===== src/hdl/mm3h_pkg.sv =====
`timescale 1ns / 1ps
// ----------------------------------------------------------------------------
// mm3h_pkg
// Shared constants, controller states, command and status types and small
// helper functions for the 32-bit murmur3 stream hash unit.
// ----------------------------------------------------------------------------
package mm3h_pkg;

    localparam logic [31:0] MIX_C1  = 32'hcc9e2d51;
    localparam logic [31:0] MIX_C2  = 32'h1b873593;
    localparam logic [31:0] MIX_ADD = 32'he6546b64;
    localparam logic [31:0] FIN_M1  = 32'h85ebca6b;
    localparam logic [31:0] FIN_M2  = 32'hc2b2ae35;

    localparam logic [2:0] FULL_COUNT = 3'd4;

    typedef enum logic [2:0] {
        ST_IDLE,
        ST_IDLE_UPD,
        ST_MIX,
        ST_UPD,
        ST_FIN1,
        ST_FIN2,
        ST_FIN3
    } ctrl_state_t;

    typedef struct packed {
        logic load;
        logic mix;
        logic upd;
        logic fin1;
        logic fin2;
        logic fin3;
    } dp_cmd_t;

    typedef struct packed {
        logic last;
        logic out_busy;
    } dp_status_t;

    function automatic logic [31:0] rotl15(input logic [31:0] v);
        rotl15 = {v[16:0], v[31:17]};
    endfunction

    function automatic logic [31:0] rotl13(input logic [31:0] v);
        rotl13 = {v[18:0], v[31:19]};
    endfunction

    function automatic logic [2:0] sat_count(input logic [2:0] c);
        sat_count = (c > FULL_COUNT) ? FULL_COUNT : c;
    endfunction

    function automatic logic [31:0] byte_mask(input logic [2:0] c);
        case (c)
            3'd0:    byte_mask = 32'h0000_0000;
            3'd1:    byte_mask = 32'h0000_00ff;
            3'd2:    byte_mask = 32'h0000_ffff;
            3'd3:    byte_mask = 32'h00ff_ffff;
            default: byte_mask = 32'hffff_ffff;
        endcase
    endfunction

endpackage


===== src/hdl/mm3h_ctrl.sv =====
`timescale 1ns / 1ps
// ----------------------------------------------------------------------------
// mm3h_ctrl
// Sequencer for the hash datapath: word intake, scramble, hash update and
// the three finalizer steps.
// ----------------------------------------------------------------------------
module mm3h_ctrl (
    input  logic                 aclk,
    input  logic                 aresetn,
    input  logic                 s_valid,
    output logic                 s_ready,
    input  mm3h_pkg::dp_status_t status,
    output mm3h_pkg::dp_cmd_t    cmd
);

    mm3h_pkg::ctrl_state_t state_reg;
    mm3h_pkg::ctrl_state_t state_next;

    always_ff @(posedge aclk) begin
        if (!aresetn) begin
            state_reg <= mm3h_pkg::ST_IDLE;
        end else begin
            state_reg <= state_next;
        end
    end

    always_comb begin
        state_next = state_reg;
        unique case (state_reg)
            mm3h_pkg::ST_IDLE, mm3h_pkg::ST_IDLE_UPD: begin
                state_next = s_valid ? mm3h_pkg::ST_MIX : mm3h_pkg::ST_IDLE;
            end
            mm3h_pkg::ST_MIX: begin
                state_next = status.last ? mm3h_pkg::ST_UPD : mm3h_pkg::ST_IDLE_UPD;
            end
            mm3h_pkg::ST_UPD:  state_next = mm3h_pkg::ST_FIN1;
            mm3h_pkg::ST_FIN1: state_next = mm3h_pkg::ST_FIN2;
            mm3h_pkg::ST_FIN2: state_next = mm3h_pkg::ST_FIN3;
            mm3h_pkg::ST_FIN3: begin
                if (!status.out_busy) begin
                    state_next = mm3h_pkg::ST_IDLE;
                end
            end
            default: state_next = mm3h_pkg::ST_IDLE;
        endcase
    end

    always_comb begin
        s_ready = 1'b0;
        cmd     = '0;
        unique case (state_reg)
            mm3h_pkg::ST_IDLE: begin
                s_ready  = 1'b1;
                cmd.load = s_valid;
            end
            mm3h_pkg::ST_IDLE_UPD: begin
                s_ready  = 1'b1;
                cmd.load = s_valid;
                cmd.upd  = 1'b1;
            end
            mm3h_pkg::ST_MIX:  cmd.mix  = 1'b1;
            mm3h_pkg::ST_UPD:  cmd.upd  = 1'b1;
            mm3h_pkg::ST_FIN1: cmd.fin1 = 1'b1;
            mm3h_pkg::ST_FIN2: cmd.fin2 = 1'b1;
            mm3h_pkg::ST_FIN3: cmd.fin3 = !status.out_busy;
            default: cmd = '0;
        endcase
    end

endmodule


===== src/hdl/mm3h_dp.sv =====
`timescale 1ns / 1ps
// ----------------------------------------------------------------------------
// mm3h_dp
// Hash datapath: one shared 32x32 constant multiplier, running hash, byte
// total, message flag and the result register.
// ----------------------------------------------------------------------------
module mm3h_dp (
    input  logic                 aclk,
    input  logic                 aresetn,
    input  logic [31:0]          hash_seed_wdata,
    input  logic                 hash_seed_we,
    input  logic [31:0]          data_word,
    input  logic [2:0]           valid_bytes,
    input  logic                 last_word,
    input  mm3h_pkg::dp_cmd_t    cmd,
    output mm3h_pkg::dp_status_t status,
    output logic [31:0]          hash_value,
    output logic                 out_valid,
    input  logic                 out_ready
);

    logic [31:0] seed_reg;
    logic [31:0] hash_reg,  hash_next;
    logic [31:0] total_reg, total_next;
    logic [31:0] work_reg,  work_next;
    logic [2:0]  count_reg;
    logic        last_reg;
    logic        in_msg_reg, in_msg_next;
    logic [31:0] res_reg,   res_next;
    logic        ovalid_reg, ovalid_next;

    logic [2:0]  count_sat;
    logic [31:0] fin_x;
    logic [31:0] mul_a, mul_k, product;
    logic [31:0] mixed, rot;
    logic [31:0] base_hash;

    assign count_sat = mm3h_pkg::sat_count(valid_bytes);
    assign fin_x     = hash_reg ^ total_reg;

    always_comb begin
        mul_a = work_reg ^ {13'd0, work_reg[31:13]};
        mul_k = mm3h_pkg::FIN_M2;
        if (cmd.load) begin
            mul_a = data_word & mm3h_pkg::byte_mask(count_sat);
            mul_k = mm3h_pkg::MIX_C1;
        end else if (cmd.mix) begin
            mul_a = mm3h_pkg::rotl15(work_reg);
            mul_k = mm3h_pkg::MIX_C2;
        end else if (cmd.fin1) begin
            mul_a = fin_x ^ {16'd0, fin_x[31:16]};
            mul_k = mm3h_pkg::FIN_M1;
        end
    end

    assign product = mul_a * mul_k;

    assign mixed = hash_reg ^ work_reg;
    assign rot   = mm3h_pkg::rotl13(mixed);

    always_comb begin
        base_hash = hash_reg;
        if (cmd.upd) begin
            if (count_reg == mm3h_pkg::FULL_COUNT) begin
                base_hash = {rot[29:0], 2'b00} + rot + mm3h_pkg::MIX_ADD;
            end else begin
                base_hash = mixed;
            end
        end
    end

    always_comb begin
        hash_next   = base_hash;
        total_next  = total_reg;
        in_msg_next = in_msg_reg;
        work_next   = work_reg;
        res_next    = res_reg;
        ovalid_next = ovalid_reg;
        if (ovalid_reg && out_ready) begin
            ovalid_next = 1'b0;
        end
        if (cmd.load) begin
            in_msg_next = 1'b1;
            if (!in_msg_reg) begin
                hash_next  = seed_reg;
                total_next = {29'd0, count_sat};
            end else begin
                total_next = total_reg + {29'd0, count_sat};
            end
        end
        if (cmd.load || cmd.mix || cmd.fin1 || cmd.fin2) begin
            work_next = product;
        end
        if (cmd.fin1) begin
            in_msg_next = 1'b0;
        end
        if (cmd.fin3) begin
            res_next    = (total_reg == 32'd0) ? 32'd0
                                               : (work_reg ^ {16'd0, work_reg[31:16]});
            ovalid_next = 1'b1;
        end
    end

    always_ff @(posedge aclk) begin
        if (!aresetn) begin
            seed_reg   <= 32'd0;
            in_msg_reg <= 1'b0;
            ovalid_reg <= 1'b0;
        end else begin
            if (hash_seed_we) begin
                seed_reg <= hash_seed_wdata;
            end
            in_msg_reg <= in_msg_next;
            ovalid_reg <= ovalid_next;
        end
    end

    always_ff @(posedge aclk) begin
        hash_reg  <= hash_next;
        total_reg <= total_next;
        work_reg  <= work_next;
        res_reg   <= res_next;
        if (cmd.load) begin
            count_reg <= count_sat;
            last_reg  <= last_word;
        end
    end

    assign status.last     = last_reg;
    assign status.out_busy = ovalid_reg && !out_ready;
    assign hash_value      = res_reg;
    assign out_valid       = ovalid_reg;

endmodule


===== src/hdl/murmur3_32_hash_stream_unit.sv =====
`timescale 1ns / 1ps
// ----------------------------------------------------------------------------
// murmur3_32_hash_stream_unit
// 32-bit murmur3 hash over a message streamed as little-endian words.
//
// Usage:
//   Write the seed through hash_seed_we / hash_seed_wdata while idle; reset
//   sets it to zero. Send the message on s_axis_*: tdata[31:0] holds four
//   bytes, first byte in bits 7:0, tdata[34:32] the count of valid bytes
//   (5 to 7 count as 4), and tlast marks the final word. One hash word per
//   message comes out on m_axis_tdata after the last word.
//   A non-last word takes the intake multiply, then the second scramble
//   multiply; the next word is taken only then, its intake overlapping the
//   hash update. A last word adds the hash update and finalizer steps, the
//   single shared multiplier running the scramble and the two finalizer
//   multiplies in turn; the final step loads the output register.
//   The output register lets the next message start while a result waits;
//   if the receiver stalls with a result pending, the next last word holds
//   in its final step until the register frees.
//   Reset clears the seed, the message state and the output valid.
// ----------------------------------------------------------------------------
module murmur3_32_hash_stream_unit (
    input  logic        aclk,
    input  logic        aresetn,
    input  logic        hash_seed_we,
    input  logic [31:0] hash_seed_wdata,
    input  logic        s_axis_tvalid,
    output logic        s_axis_tready,
    input  logic [39:0] s_axis_tdata,   // data_word[31:0], valid_bytes[34:32], zero pad
    input  logic        s_axis_tlast,
    output logic        m_axis_tvalid,
    input  logic        m_axis_tready,
    output logic [31:0] m_axis_tdata    // hash_value[31:0]
);

    mm3h_pkg::dp_cmd_t    cmd;
    mm3h_pkg::dp_status_t status;

    mm3h_ctrl u_ctrl (
        .aclk    (aclk),
        .aresetn (aresetn),
        .s_valid (s_axis_tvalid),
        .s_ready (s_axis_tready),
        .status  (status),
        .cmd     (cmd)
    );

    mm3h_dp u_dp (
        .aclk            (aclk),
        .aresetn         (aresetn),
        .hash_seed_wdata (hash_seed_wdata),
        .hash_seed_we    (hash_seed_we),
        .data_word       (s_axis_tdata[31:0]),
        .valid_bytes     (s_axis_tdata[34:32]),
        .last_word       (s_axis_tlast),
        .cmd             (cmd),
        .status          (status),
        .hash_value      (m_axis_tdata),
        .out_valid       (m_axis_tvalid),
        .out_ready       (m_axis_tready)
    );

endmodule


===== config.mk =====
export PLATFORM = sky130hd
export DESIGN_NAME = murmur3_32_hash_stream_unit
export DESIGN_NICKNAME = d
export VERILOG_FILES = /design/src/hdl/mm3h_pkg.sv /design/src/hdl/mm3h_ctrl.sv /design/src/hdl/mm3h_dp.sv /design/src/hdl/murmur3_32_hash_stream_unit.sv
export SDC_FILE = /design/constraint.sdc
export NUM_CORES = 2
export LEC_CHECK = 0
export ABC_AREA = 1
export BUFFER_PORTS_ARGS = -buffer_cell sky130_fd_sc_hd__buf_2
export CORE_UTILIZATION = 50
export DETAILED_ROUTE_END_ITERATION = 8
export PLACE_DENSITY = 0.71
export RECOVER_POWER = 25
export SLEW_MARGIN = 20
export SYNTH_ARGS = -nofsm -noshare
export SYNTH_HDL_FRONTEND = slang
export SYNTH_SLANG_ARGS = --single-unit

===== constraint.sdc =====
create_clock -name aclk -period 8.1 [get_ports aclk]
set_input_delay 1.62 -clock aclk [delete_from_list [all_inputs] [get_ports aclk]]
set_output_delay 1.62 -clock aclk [all_outputs]
set_load 0.01 [all_outputs]

==> results.toml <==
[cells_and_area]
drive_gt1_share_pct = 22.1
fillers = 4412
final_cell_mix = "inv_1, nand2_1, buf_4"
nNetsFinal = 4398
n_antenna_cell = 0
synthToLayoutAreaGrowth_pct = 23.5
final_common_cell = "inv_1"

[grt]
antenna_found_initial = 1
grtUsageTotal_pct = 37.7
overflow = 0
grt_pass1_vias = 23700
grt_pass1_wl_mm = 144
grt_max_degree = 64

[timing]
hold_viol_final = 0
slew_viol_final = 0
finalCritPeriodShare_pct = 101
fmax_mhz = 123
clock-skew-final_ns = 0.0193
setup_ws_ns = -0.0508
max_slew_margin_pct = 23.9
rsz0062_at_grt = "true"
setup_tns_ns = -0.0940
worst_slew_pin_slew_ns = 1.14
fin_crit_ns = 8.15
finalSetupViolCount = 3

[drt]
drt_iter0_markers = 2559
wl_mm = 98.2
vias_per_cell = 5.44
wl_per_cell_um = 22.2
num_vias = 24000
dr.pass1.iters = 6
postRouteAntennaNets = 0
drc = 0

[yosys]
ys_warn_count = 0
synth_cells = 3249
synth_seq_area_share_pct = 16.9
avgSynthCellArea_um2 = 7.96
synthDistinctLibCells = 51
yosysTopAreaCellShare_pct = 30.4
netlist_area_mm2 = 0.0259
synthTopCellsByArea = "fa_1, edfxtp_1, inv_1, ha_1, nand2_1"
synth_nets = 3917
yosysTopAreaCell = "fa_1"
synth-seq-cells = 169

[place]
hpwl_mm = 82.6
gp_congestion = 1.04
port_buffers = 106

[floorplan]
coreArea_mm2 = 0.0506
die_w_um = 229
die_h_um = 229
start_util_pct = 51.1
fp-row-count = 82
die_area_mm2 = 0.0526
ios = 112

[setup_path]
r2r_setup_slack_ns = 0.04
crit_required_ns = 8.42
critPathMaxStageDelay_ns = 0.54
timing.rr.start = "u_ctrl.state_reg[2]"
cp-start-kind = "input port"
cp.arrival_ns = 8.47
cpMostUsedCell = "inv_1"
path_max_fanout = 6
critPathKind = "in2reg"
endpoint_kind = "flop"
cp_slowest_cell = "fa_1"
r2r_end = "u_dp.work_reg[31]"
reg2regPathDepth = 32

[clocking]
clock_latency_ns = 0.47
cts_buffer_depth = 2
htreeDepth = 4
clk_pin_slew_ns = 0.08
cts_buffers = 17
clock_sinks = 169
cts.hold.buffers_added = 0
cts_tree = "yes"
cts_root_buf = "clkbuf_16"

[run_status]
violations = "setup timing"
outcome = "finished with violations"

[min_path]
whs_endpoint = "u_dp.hash_reg[0]"
holdPathStages = 2
hold_class = "reg2reg"
worstHoldStart = "u_dp.seed_reg[0]"

[run]
cap_violations = 0
-- worst max-delay path by stage --
stage / startpoint / to / slack (ns)
after floorplan: s_axis_tvalid / u_dp.work_reg[28] / -0.004
after global placement: s_axis_tvalid / u_dp.work_reg[28] / -0.78
after detailed placement: s_axis_tvalid / u_dp.work_reg[28] / -0.88
after CTS: s_axis_tvalid / u_dp.work_reg[28] / -0.02
after global routing: s_axis_tdata[34] / u_dp.work_reg[28] / -0.20
final: s_axis_tdata[34] / u_dp.work_reg[31] / -0.05
-- per-stage QoR --
step	hold WS (ns)	utilization (%)	area (um^2)	setup slack [ns]	cells
6_report	0.489	63.2	31900	-0.0508	4415
5_1_grt	0.511	63.2	31900	-0.204	4415
4_1_cts	0.492	61.8	31200	-0.0241	4391
3_5_place_dp	0.469	59.7	30200	-0.881	4339
3_3_place_gp	0.466	59.7	30200	-0.779	4339
2_1_floorplan	0.423	-	26200	-0.00383	3249
-- final cells by class --
type                            instances  area (um^2)  area share [%]
Clock buffer                           20          478            1.50
Sequential cell                       169         4380            13.7
Tap cell                              672          841            2.63
Multi-Input combinational cell       2248        19200            60.2
Inverter                              737         2810            8.78
Clock inverter                         12          145           0.454
Timing Repair inverter                  1         11.3          0.0352
Timing Repair Buffer                  556         4060            12.7
-- worst max-delay path, delay by kind of cell --
| family | cells | cell delay [ns] |
|---|---|---|
| adders and majority gates | 9 | 3.99 |
| AOI/OAI and AO/OA | 2 | 0.47 |
| xor gates and xnor gates | 1 | 0.16 |
| and+or+nand+nor | 10 | 1.08 |
| buffers and inverters | 12 | 1.12 |
-- repair_timing --
item                                    CTS  global route
gates cloned                              1             0
gates resized for setup                  73           159
endpoints found under the setup margin    7            13
buffers inserted                         19            23
pin swaps                                51            96
-- per-layer routing --
layer / GRT usage [%] / routed length, um / share of wire, % / vias to the layer above
met4: 21.4 / 6890 / 7.0 / 2
li1: - / - / - / 10900
met5: 0 / 13 / 0.013 / -
met2: 59.0 / 43900 / 45 / 1268
met3: 7.22 / 9760 / 9.9 / 322
met1: 48.8 / 37600 / 38 / 11600
-- kinds of logic (layout without fill, tap and decap cells) --
| family | Yosys count | in the layout | synth area share, % |
|---|---|---|---|
| buf+inv | 832 | 1326 | 12.3 |
| fa+ha+maj | 590 | 590 | 39.9 |
| flops | 169 | 169 | 16.9 |
| compound gates | 373 | 373 | 7.84 |
| simple gates | 1137 | 1137 | 18.0 |
| xor+xnor | 148 | 148 | 5.01 |
-- synthesized netlist by cell type (all sizes together) --
library cell,n
a211oi,2
a21boi,5
a21o,6
a21oi,166
a22oi,1
a31oi,31
buf,27
clkbuf,68
clkinv,4
dfxtp,69
edfxtp,100
fa,393
ha,197
inv,733
nand2,625
nand3,96
nand3b,8
nand4,12
nor2,346
nor3,23
nor3b,6
nor4,14
o2111ai,1
o211ai,8
o21a,4
o21ai,130
o21bai,10
o221ai,2
o22ai,3
o2bb2ai,1
o311ai,1
o31ai,2
or2,5
or4,2
xnor2,80
xor2,68
Power is not shown: default switching activity piles up to over one toggle a cycle in this logic, so the estimate is an artifact.
